<file path="config.mk">
export PLATFORM = sky130hd
export DESIGN_NAME = pixel_frame_packer_crc16_unit
export DESIGN_NICKNAME = d
export VERILOG_FILES = /design/src/rtl/pfp_pkg.sv /design/src/rtl/pixel_frame_packer_crc16_unit.sv /design/src/rtl/pfp_front.sv /design/src/rtl/pfp_queue.sv /design/src/rtl/pfp_back.sv
export VERILOG_INCLUDE_DIRS = /design/src /design/src/rtl
export SDC_FILE = /design/constraint.sdc
export NUM_CORES = 1
export LEC_CHECK = 0
export BUFFER_PORTS_ARGS = -buffer_cell sky130_fd_sc_hd__buf_2
export CAP_MARGIN = 5
export CORE_ASPECT_RATIO = 1.4
export CORE_MARGIN = 2
export CORE_UTILIZATION = 50
export DETAILED_ROUTE_END_ITERATION = 6
export GPL_ROUTABILITY_DRIVEN = 0
export PLACE_DENSITY = 0.69
export REMOVE_ABC_BUFFERS = 1
export SETUP_SLACK_MARGIN = 0.15
export SYNTH_ARGS = -nofsm -noshare
export SYNTH_HDL_FRONTEND = slang
export SYNTH_SLANG_ARGS = --single-unit
</file>
<file path="constraint.sdc">
create_clock -name clock -period 5.1 [get_ports clock]
set_input_delay 1.02 -clock clock [delete_from_list [all_inputs] [get_ports clock]]
set_output_delay 1.02 -clock clock [all_outputs]
set_load 0.01 [all_outputs]
</file>
<file path="src/rtl/pixel_frame_packer_crc16_unit_macros.svh">
// Assertion macros shared by the pixel frame packer RTL.
// No dependencies; the macros refer to the ports clock and reset by name.
`ifndef PIXEL_FRAME_PACKER_CRC16_UNIT_MACROS_SVH
`define PIXEL_FRAME_PACKER_CRC16_UNIT_MACROS_SVH

// Check a property on every rising edge, ignored while reset is high.
`define PFP_ASSERT_RST(lbl, prop, msg) \
   lbl: assert property (@(posedge clock) disable iff (reset) prop) else $error(msg);

// Check a property on every rising edge, reset included.
`define PFP_ASSERT_ALWAYS(lbl, prop, msg) \
   lbl: assert property (@(posedge clock) prop) else $error(msg);

`endif

</file>
<file path="src/rtl/pfp_pkg.sv">
// Package for the pixel frame packer: sizes, constants, queue item type,
// byte sequencer states and the byte-wise CRC-16 update. No dependencies.
`default_nettype none

package pfp_pkg;

   localparam int PIXELS_PER_FRAME = 768;
   localparam int IDX_W            = $clog2(PIXELS_PER_FRAME);
   localparam int PIX_W            = 16;
   localparam int FRM_W            = 16;
   localparam int BYTE_W           = 8;
   localparam int CRC_W            = 16;
   // queue depth, a power of two
   localparam int QDEPTH           = 2;
   localparam int QPTR_W           = $clog2(QDEPTH);

   localparam logic [CRC_W-1:0]  CRC_INIT  = 16'hFFFF;
   localparam logic [CRC_W-1:0]  CRC_POLY  = 16'h1021;
   localparam logic [BYTE_W-1:0] SYNC_BYTE = 8'h5A;

   typedef struct packed {
      logic [PIX_W-1:0] pixel;
      logic [FRM_W-1:0] frame;
      logic             first;
      logic             last;
   } pfp_item_type;

   typedef enum logic [8:0] {
      ST_NEXT  = 9'b000000001,
      ST_HDR0  = 9'b000000010,
      ST_HDR1  = 9'b000000100,
      ST_FNLO  = 9'b000001000,
      ST_FNHI  = 9'b000010000,
      ST_PXLO  = 9'b000100000,
      ST_PXHI  = 9'b001000000,
      ST_CRCLO = 9'b010000000,
      ST_CRCHI = 9'b100000000
   } pfp_step_type;

   function automatic logic [CRC_W-1:0] crc_byte(input logic [CRC_W-1:0]  crc_i,
                                                 input logic [BYTE_W-1:0] data_i);
      logic [CRC_W-1:0] c;
      c = crc_i ^ {data_i, {(CRC_W-BYTE_W){1'b0}}};
      for (int k = 0; k < BYTE_W; k++) begin
         c = c[CRC_W-1] ? ((c << 1) ^ CRC_POLY) : (c << 1);
      end
      return c;
   endfunction

endpackage

`default_nettype wire

</file>
<file path="src/rtl/pixel_frame_packer_crc16_unit.sv">
// Pixel frame packer with CRC-16 trailer, top level.
// Instantiates pfp_front, pfp_queue and pfp_back; uses pfp_pkg and the macros header.
//
// Each request word carries one 16-bit pixel and a frame number; the block
// turns it into bytes on the response channel, one byte per response word.
// The first pixel of a frame is preceded by 0x5A 0x5A and the frame number
// (low byte first); every pixel goes out low byte first; after the last pixel
// of a frame (PIXELS_PER_FRAME in the package) the CRC-16 over that frame's
// pixel bytes (poly 0x1021, init 0xFFFF, MSB first, no reflection, no final
// xor) follows, low byte first. rsp_run_end marks the last byte caused by a
// request word, rsp_frame_end marks the CRC high byte. A request yields six
// bytes on the first pixel of a frame, two on a middle pixel and four on the
// last. The byte-wide output register paces the stream, and the CRC unit
// updates one byte per cycle alongside it while the queue holds a word and
// the output register can take a byte. A two-word queue between the accepting
// front end and the byte sequencer lets requests come in while bytes are
// still draining; the first output byte of a request accepted into an empty block
// passes through the queue and then the output register. No configuration and no
// clearing pass after reset.
`default_nettype none

module pixel_frame_packer_crc16_unit (
   input  wire logic                      clock,
   input  wire logic                      reset,
   input  wire logic                      req_valid,
   output logic                           req_ready,
   input  wire logic [pfp_pkg::PIX_W-1:0] req_pixel_value,
   input  wire logic [pfp_pkg::FRM_W-1:0] req_frame_number,
   output logic                           rsp_valid,
   input  wire logic                      rsp_ready,
   output logic [pfp_pkg::BYTE_W-1:0]     rsp_out_byte,
   output logic                           rsp_run_end,
   output logic                           rsp_frame_end
);
   import pfp_pkg::*;

`include "pixel_frame_packer_crc16_unit_macros.svh"

   pfp_item_type push_item;
   pfp_item_type head_item;
   logic         q_push;
   logic         q_full;
   logic         q_head_valid;
   logic         q_pop;

   // accept and tag the pixel word
   pfp_front u_front (
      .clock            (clock),
      .reset            (reset),
      .req_valid        (req_valid),
      .req_ready        (req_ready),
      .req_pixel_value  (req_pixel_value),
      .req_frame_number (req_frame_number),
      .q_full           (q_full),
      .q_push           (q_push),
      .q_item           (push_item)
   );

   // hold tagged words until the sequencer is ready for them
   pfp_queue u_queue (
      .clock      (clock),
      .reset      (reset),
      .push       (q_push),
      .push_item  (push_item),
      .full       (q_full),
      .head_valid (q_head_valid),
      .head_item  (head_item),
      .pop        (q_pop)
   );

   // emit header, pixel and CRC bytes
   pfp_back u_back (
      .clock         (clock),
      .reset         (reset),
      .head_valid    (q_head_valid),
      .head_item     (head_item),
      .pop           (q_pop),
      .rsp_valid     (rsp_valid),
      .rsp_ready     (rsp_ready),
      .rsp_out_byte  (rsp_out_byte),
      .rsp_run_end   (rsp_run_end),
      .rsp_frame_end (rsp_frame_end)
   );

   // a frame closes only on the last byte of its request word
   `PFP_ASSERT_RST(a_frame_end_run_end, (rsp_valid && rsp_frame_end) |-> rsp_run_end, "frame end without run end")
   // the sequencer retires a word only when the queue holds one
   `PFP_ASSERT_RST(a_pop_nonempty, q_pop |-> q_head_valid, "queue popped while empty")
   // the output register comes out of reset empty
   `PFP_ASSERT_ALWAYS(a_reset_empty, $past(reset) |-> !rsp_valid, "response valid after reset")

endmodule

`default_nettype wire

</file>
<file path="src/rtl/pfp_front.sv">
// Front end: accepts pixel words and tags them as first / last of a frame.
// Depends on pfp_pkg.
`default_nettype none

module pfp_front (
   input  wire logic                        clock,
   input  wire logic                        reset,
   input  wire logic                        req_valid,
   output logic                             req_ready,
   input  wire logic [pfp_pkg::PIX_W-1:0]   req_pixel_value,
   input  wire logic [pfp_pkg::FRM_W-1:0]   req_frame_number,
   input  wire logic                        q_full,
   output logic                             q_push,
   output pfp_pkg::pfp_item_type            q_item
);
   import pfp_pkg::*;

   localparam logic [IDX_W:0] PPF_CNT = (IDX_W+1)'(PIXELS_PER_FRAME);

   logic [IDX_W-1:0] pixel_index_ff, pixel_index_in;
   logic [IDX_W:0]   index_next;
   logic             is_last;

   assign index_next = {1'b0, pixel_index_ff} + (IDX_W+1)'(1);
   assign is_last    = (index_next >= PPF_CNT);

   assign req_ready = !q_full;
   assign q_push    = req_valid && !q_full;

   assign q_item.pixel = req_pixel_value;
   assign q_item.frame = req_frame_number;
   assign q_item.first = (pixel_index_ff == '0);
   assign q_item.last  = is_last;

   always_comb begin
      pixel_index_in = pixel_index_ff;
      if (q_push) begin
         pixel_index_in = is_last ? '0 : index_next[IDX_W-1:0];
      end
   end

   always_ff @(posedge clock) begin
      if (reset) begin
         pixel_index_ff <= '0;
      end else begin
         pixel_index_ff <= pixel_index_in;
      end
   end

endmodule

`default_nettype wire

</file>
<file path="src/rtl/pfp_queue.sv">
// Short flip-flop queue of tagged pixel words between front and back end.
// Depends on pfp_pkg.
`default_nettype none

module pfp_queue (
   input  wire logic                  clock,
   input  wire logic                  reset,
   input  wire logic                  push,
   input  wire pfp_pkg::pfp_item_type push_item,
   output logic                       full,
   output logic                       head_valid,
   output pfp_pkg::pfp_item_type      head_item,
   input  wire logic                  pop
);
   import pfp_pkg::*;

   localparam logic [QPTR_W:0] QDEPTH_CNT = (QPTR_W+1)'(QDEPTH);

   pfp_item_type      slot_ff [QDEPTH];
   logic [QPTR_W-1:0] wr_ptr_ff, wr_ptr_in;
   logic [QPTR_W-1:0] rd_ptr_ff, rd_ptr_in;
   logic [QPTR_W:0]   count_ff, count_in;

   assign full       = (count_ff == QDEPTH_CNT);
   assign head_valid = (count_ff != '0);
   assign head_item  = slot_ff[rd_ptr_ff];

   always_comb begin
      wr_ptr_in = push ? wr_ptr_ff + QPTR_W'(1) : wr_ptr_ff;
      rd_ptr_in = pop  ? rd_ptr_ff + QPTR_W'(1) : rd_ptr_ff;
      count_in  = count_ff + (QPTR_W+1)'(push) - (QPTR_W+1)'(pop);
   end

   always_ff @(posedge clock) begin
      if (push) begin
         slot_ff[wr_ptr_ff] <= push_item;
      end
   end

   always_ff @(posedge clock) begin
      if (reset) begin
         wr_ptr_ff <= '0;
         rd_ptr_ff <= '0;
         count_ff  <= '0;
      end else begin
         wr_ptr_ff <= wr_ptr_in;
         rd_ptr_ff <= rd_ptr_in;
         count_ff  <= count_in;
      end
   end

endmodule

`default_nettype wire

</file>
<file path="src/rtl/pfp_back.sv">
// Back end: sequencer emitting header, pixel and CRC bytes into a registered
// output word; the CRC takes one byte per unstalled cycle. Uses pfp_pkg.
`default_nettype none

module pfp_back (
   input  wire logic                       clock,
   input  wire logic                       reset,
   input  wire logic                       head_valid,
   input  wire pfp_pkg::pfp_item_type      head_item,
   output logic                            pop,
   output logic                            rsp_valid,
   input  wire logic                       rsp_ready,
   output logic [pfp_pkg::BYTE_W-1:0]      rsp_out_byte,
   output logic                            rsp_run_end,
   output logic                            rsp_frame_end
);
   import pfp_pkg::*;

   pfp_step_type      step_ff, step_in, cur_step;
   logic [CRC_W-1:0]  crc_ff, crc_in, crc_src, crc_upd;
   logic [BYTE_W-1:0] crc_data;
   logic              out_valid_ff, out_valid_in;
   logic [BYTE_W-1:0] out_byte_ff, out_byte_in;
   logic              run_end_ff, run_end_in;
   logic              frame_end_ff, frame_end_in;
   logic              slot_free, fire;
   logic [BYTE_W-1:0] gen_byte;
   logic              gen_run_end, gen_frame_end, gen_pop;
   pfp_step_type      gen_next;
   logic [CRC_W-1:0]  gen_crc;

   assign slot_free = !out_valid_ff || rsp_ready;
   assign fire      = head_valid && slot_free;
   assign pop       = fire && gen_pop;

   // between items, pick the entry step from the head word's tag
   assign cur_step = (step_ff == ST_NEXT) ? (head_item.first ? ST_HDR0 : ST_PXLO)
                                          : step_ff;

   // one shared byte-wise CRC update; the first pixel byte restarts it
   assign crc_src  = (cur_step == ST_PXLO && head_item.first) ? CRC_INIT : crc_ff;
   assign crc_data = (cur_step == ST_PXLO) ? head_item.pixel[BYTE_W-1:0]
                                           : head_item.pixel[2*BYTE_W-1:BYTE_W];
   assign crc_upd  = crc_byte(crc_src, crc_data);

   always_comb begin
      gen_byte      = '0;
      gen_run_end   = 1'b0;
      gen_frame_end = 1'b0;
      gen_pop       = 1'b0;
      gen_next      = ST_NEXT;
      gen_crc       = crc_ff;
      unique case (cur_step)
         ST_HDR0: begin
            gen_byte = SYNC_BYTE;
            gen_next = ST_HDR1;
         end
         ST_HDR1: begin
            gen_byte = SYNC_BYTE;
            gen_next = ST_FNLO;
         end
         ST_FNLO: begin
            gen_byte = head_item.frame[BYTE_W-1:0];
            gen_next = ST_FNHI;
         end
         ST_FNHI: begin
            gen_byte = head_item.frame[2*BYTE_W-1:BYTE_W];
            gen_next = ST_PXLO;
         end
         ST_PXLO: begin
            gen_byte = head_item.pixel[BYTE_W-1:0];
            gen_crc  = crc_upd;
            gen_next = ST_PXHI;
         end
         ST_PXHI: begin
            gen_byte = head_item.pixel[2*BYTE_W-1:BYTE_W];
            gen_crc  = crc_upd;
            if (head_item.last) begin
               gen_next = ST_CRCLO;
            end else begin
               gen_run_end = 1'b1;
               gen_pop     = 1'b1;
               gen_next    = ST_NEXT;
            end
         end
         ST_CRCLO: begin
            gen_byte = crc_ff[BYTE_W-1:0];
            gen_next = ST_CRCHI;
         end
         ST_CRCHI: begin
            gen_byte      = crc_ff[CRC_W-1:BYTE_W];
            gen_run_end   = 1'b1;
            gen_frame_end = 1'b1;
            gen_pop       = 1'b1;
            gen_crc       = CRC_INIT;
            gen_next      = ST_NEXT;
         end
         default: begin
            gen_next = ST_NEXT;
         end
      endcase
   end

   always_comb begin
      step_in      = step_ff;
      crc_in       = crc_ff;
      out_valid_in = out_valid_ff;
      out_byte_in  = out_byte_ff;
      run_end_in   = run_end_ff;
      frame_end_in = frame_end_ff;
      if (rsp_ready) begin
         out_valid_in = 1'b0;
      end
      if (fire) begin
         step_in      = gen_next;
         crc_in       = gen_crc;
         out_valid_in = 1'b1;
         out_byte_in  = gen_byte;
         run_end_in   = gen_run_end;
         frame_end_in = gen_frame_end;
      end
   end

   always_ff @(posedge clock) begin
      if (reset) begin
         step_ff      <= ST_NEXT;
         crc_ff       <= CRC_INIT;
         out_valid_ff <= 1'b0;
      end else begin
         step_ff      <= step_in;
         crc_ff       <= crc_in;
         out_valid_ff <= out_valid_in;
      end
   end

   always_ff @(posedge clock) begin
      out_byte_ff  <= out_byte_in;
      run_end_ff   <= run_end_in;
      frame_end_ff <= frame_end_in;
   end

   assign rsp_valid     = out_valid_ff;
   assign rsp_out_byte  = out_byte_ff;
   assign rsp_run_end   = run_end_ff;
   assign rsp_frame_end = frame_end_ff;

endmodule

`default_nettype wire

</file>
==> results.py <==
metrics = {
    "synthesis": {
        "synth.most_common_cell": "edfxtp_1",
        "synth_commonest_cells": "78 x edfxtp_1, 63 x nor2_1, 40 x dfxtp_1, 34 x mux2i_1",
        "synth_seq_cells": 118,
        "ys_async_sr_fraction_pct": 0,
        "synth_area_leaders": "edfxtp_1 43%, dfxtp_1 15%, mux2i_1 6.3%",
        "postSynthCellCount": 456,
        "synth.top_cell.area_share_pct": 43.48,
        "synth_edf_count": 78,
        "synth-seq-area-share_pct": 58.35,
        "ys_warn_count": 0,
        "avgSynthCellArea_um2": 11.81,
        "netlist_area_mm2": 0.005386,
        "yosysTopAreaCell": "edfxtp_1",
        "yosysUniqueCellTypes": 58,
        "synth_ff_type": "edfxtp_1",
    },
    "grt": {
        "grt-ovfl-total": 0,
        "grt_pass1_wl_um": 19210,
        "grt_pass1_vias": 3826,
        "grt_max_degree": 36,
        "antenna_found_initial": 0,
        "grt_usage_pct": 21.82,
    },
    "place": {
        "post-place-cells": 623,
        "placed_area_mm2": 0.005741,
        "io_buffers": 47,
        "hpwl_um": 7727,
    },
    "min_path": {
        "hp-class": "register to register",
        "whs_path_depth": 2,
    },
    "sta": {
        "layout_worst_path_cycle_share_pct": 75.83,
        "max_slew_margin_pct": 28.87,
        "setup-violations-final": 0,
        "drv_slew": 0,
        "totalNegativeSetupSlack_ns": 0,
        "clock.fmax_mhz": 258.6,
        "hold_viol_final": 0,
        "fin_worst_skew_ns": 0.009124,
        "tightestPinTransition_ns": 1.064,
        "fin_crit_ns": 3.867,
        "rsz0062_at_grt": "false",
    },
    "finish": {
        "nFillCells": 869,
        "drive_above_1_share_pct": 17.41,
        "final-seq-area_mm2": 0.003144,
        "final_cell_count_no_fill": 655,
        "nets": 544,
        "antenna_cells": 0,
        "multiInputGateArea_mm2": 0.002132,
        "syn_to_final_growth_pct": 16.19,
        "design_area_mm2": 0.006259,
    },
    "routing": {
        "wl_per_cell_um": 17.95,
        "antenna_left": 0,
        "vias": 3810,
        "drt_iter0_markers": 317,
        "drc": 0,
        "avgViaCountPerCell": 5.817,
        "wl_um": 11760,
        "dr.pass1.iters": 5,
    },
    "worst_setup_path": {
        "rr_worst_depth": 7,
        "endpoint_kind": "register",
        "crit_fanout": 12,
        "cp.required_ns": 5.39,
        "crit_arrival_ns": 4.16,
        "worstSetupPathType": "register to register",
        "start_kind": "register",
    },
    "die": {
        "start_util_pct": 51.50,
        "core_area_mm2": 0.01046,
        "rows": 44,
        "die_area_mm2": 0.01163,
        "die_h_um": 126.8,
        "io_pins": 48,
        "die_w_um": 91.72,
    },
    "cts": {
        "root_buffer": "clkbuf_16",
        "cts_tree": "yes",
        "cts_buffers": 17,
        "post_cts_buffers": 0,
        "clk_latency_ns": 0.41,
        "htree_levels": 4,
        "clk_path_buf_depth": 2,
        "post_cts_resize_count": 0,
        "cts_sinks": 118,
        "clk_pin_slew_worst_paths_ns": 0.05,
        "hold_buffers": 0,
    },
    "power": {
        "power.total_mw": 2.720,
        "power_density_mw_per_mm2": 434.6,
        "peakVddDrop_v": 0.0002440,
        "p_leak_nw": 2.223,
    },
    "run_status": {
        "status": "completed",
    },
    "run": {
        "cap_viol_max_count": 0,
    },
}
layer usage:
| layer | GRT usage, % | part of all wire, % |
|---|---|---|
| met5 | 0 | 0 |
| met2 | 36.98 | 51 |
| met4 | 11.50 | 4.1 |
| met1 | 25.13 | 39 |
| met3 | 5.938 | 6.4 |
worst max-delay path, cell delays in order, from the launching register on:
cell	delay (ns)
dfxtp_1	0.36
or4_4	0.59
nor3_2	0.63
nand2_1	0.52
a21oi_1	0.86
nor2b_1	0.40
a21oi_1	0.14
or2_1	0.23
area by class of cell:
type                            instances  share of cell area [%]
Inverter                                7                  0.4198
Timing Repair Buffer                   51                   4.238
Clock inverter                          6                  0.4598
Sequential cell                       118                   50.24
Clock buffer                           26                   7.817
Tap cell                              138                   2.759
Multi-Input combinational cell        309                   34.07
final timing paths:
kind	startpoint	to	slack (ns)
max	u_back.step_ff[8]$_SDFFE_PP0P_	u_back.crc_ff[3]$_SDFFE_PP1P_	1.23
min	u_back.rsp_valid$_SDFFE_PP0P_	u_back.rsp_valid$_SDFFE_PP0P_	0.50
max reg2reg	u_back.step_ff[8]$_SDFFE_PP0P_	u_back.crc_ff[3]$_SDFFE_PP1P_	1.23
min reg2reg	u_back.rsp_valid$_SDFFE_PP0P_	u_back.rsp_valid$_SDFFE_PP0P_	0.50
kinds of logic (layout without fill, tap and decap cells):
logic type / Yosys count / count (layout) / share of synthesized area (%)
compound gates: 89 / 89 / 12.01
xor+xnor: 37 / 37 / 6.156
fa+ha+maj: 4 / 4 / 0.9292
buf+inv: 29 / 90 / 2.207
flops: 118 / 118 / 58.35
mux: 36 / 36 / 6.736
simple gates: 143 / 143 / 13.61
layout by cell type (no fill, tap or decap), types with 5 or more instances in the layout:
cell type  Yosys  routed
nand2b_1       9       9
buf_2          8      47
xnor2_1       13      13
mux2i_1       34      34
a21oi_1       23      23
clkbuf_16      0      17
nand3_1        8       8
inv_1          6       6
dfxtp_1       40      39
edfxtp_1      78      78
o22ai_1        5       5
clkinv_2       0       5
nor2_1        63      62
nand2_1       16      16
xor2_1        23      23
a31oi_1        8       8
o21ai_0        6       6
nand3b_1       5       5
clkbuf_1      12       6
a221oi_1       8       8
o22a_1         7       7
where the power goes:
group | total, mW | leakage (nW) | internal, mW | switching, mW
clock network | 1.03 | 0.259 | 0.651 | 0.376
registers | 1.19 | 1.06 | 1.13 | 0.0536
logic | 0.507 | 0.906 | 0.190 | 0.317
registers in the layout, summed over array words and instances, names as in the netlist, named ones only:
register,count
u_back.crc_ff,16
u_front.pixel_index_ff,10
u_back.rsp_out_byte,8
u_queue.rd_ptr_ff,1
u_queue.slot_ff,68
u_back.rsp_run_end,1
u_queue.count_ff,2
u_back.rsp_frame_end,1
u_back.rsp_valid,1
u_back.step_ff,8
u_queue.wr_ptr_ff,1
stage by stage:
stage	utilization, %	setup WS [ns]	hold slack, ns
6_report	59.83	1.233	0.5016
5_1_grt	59.83	0.9773	0.5406
4_1_cts	59.83	1.290	0.5123
3_5_place_dp	54.88	1.382	0.5004
3_3_place_gp	54.88	1.611	0.4912
2_1_floorplan	-	1.342	0.4608
(Power assumes the default switching activity.)
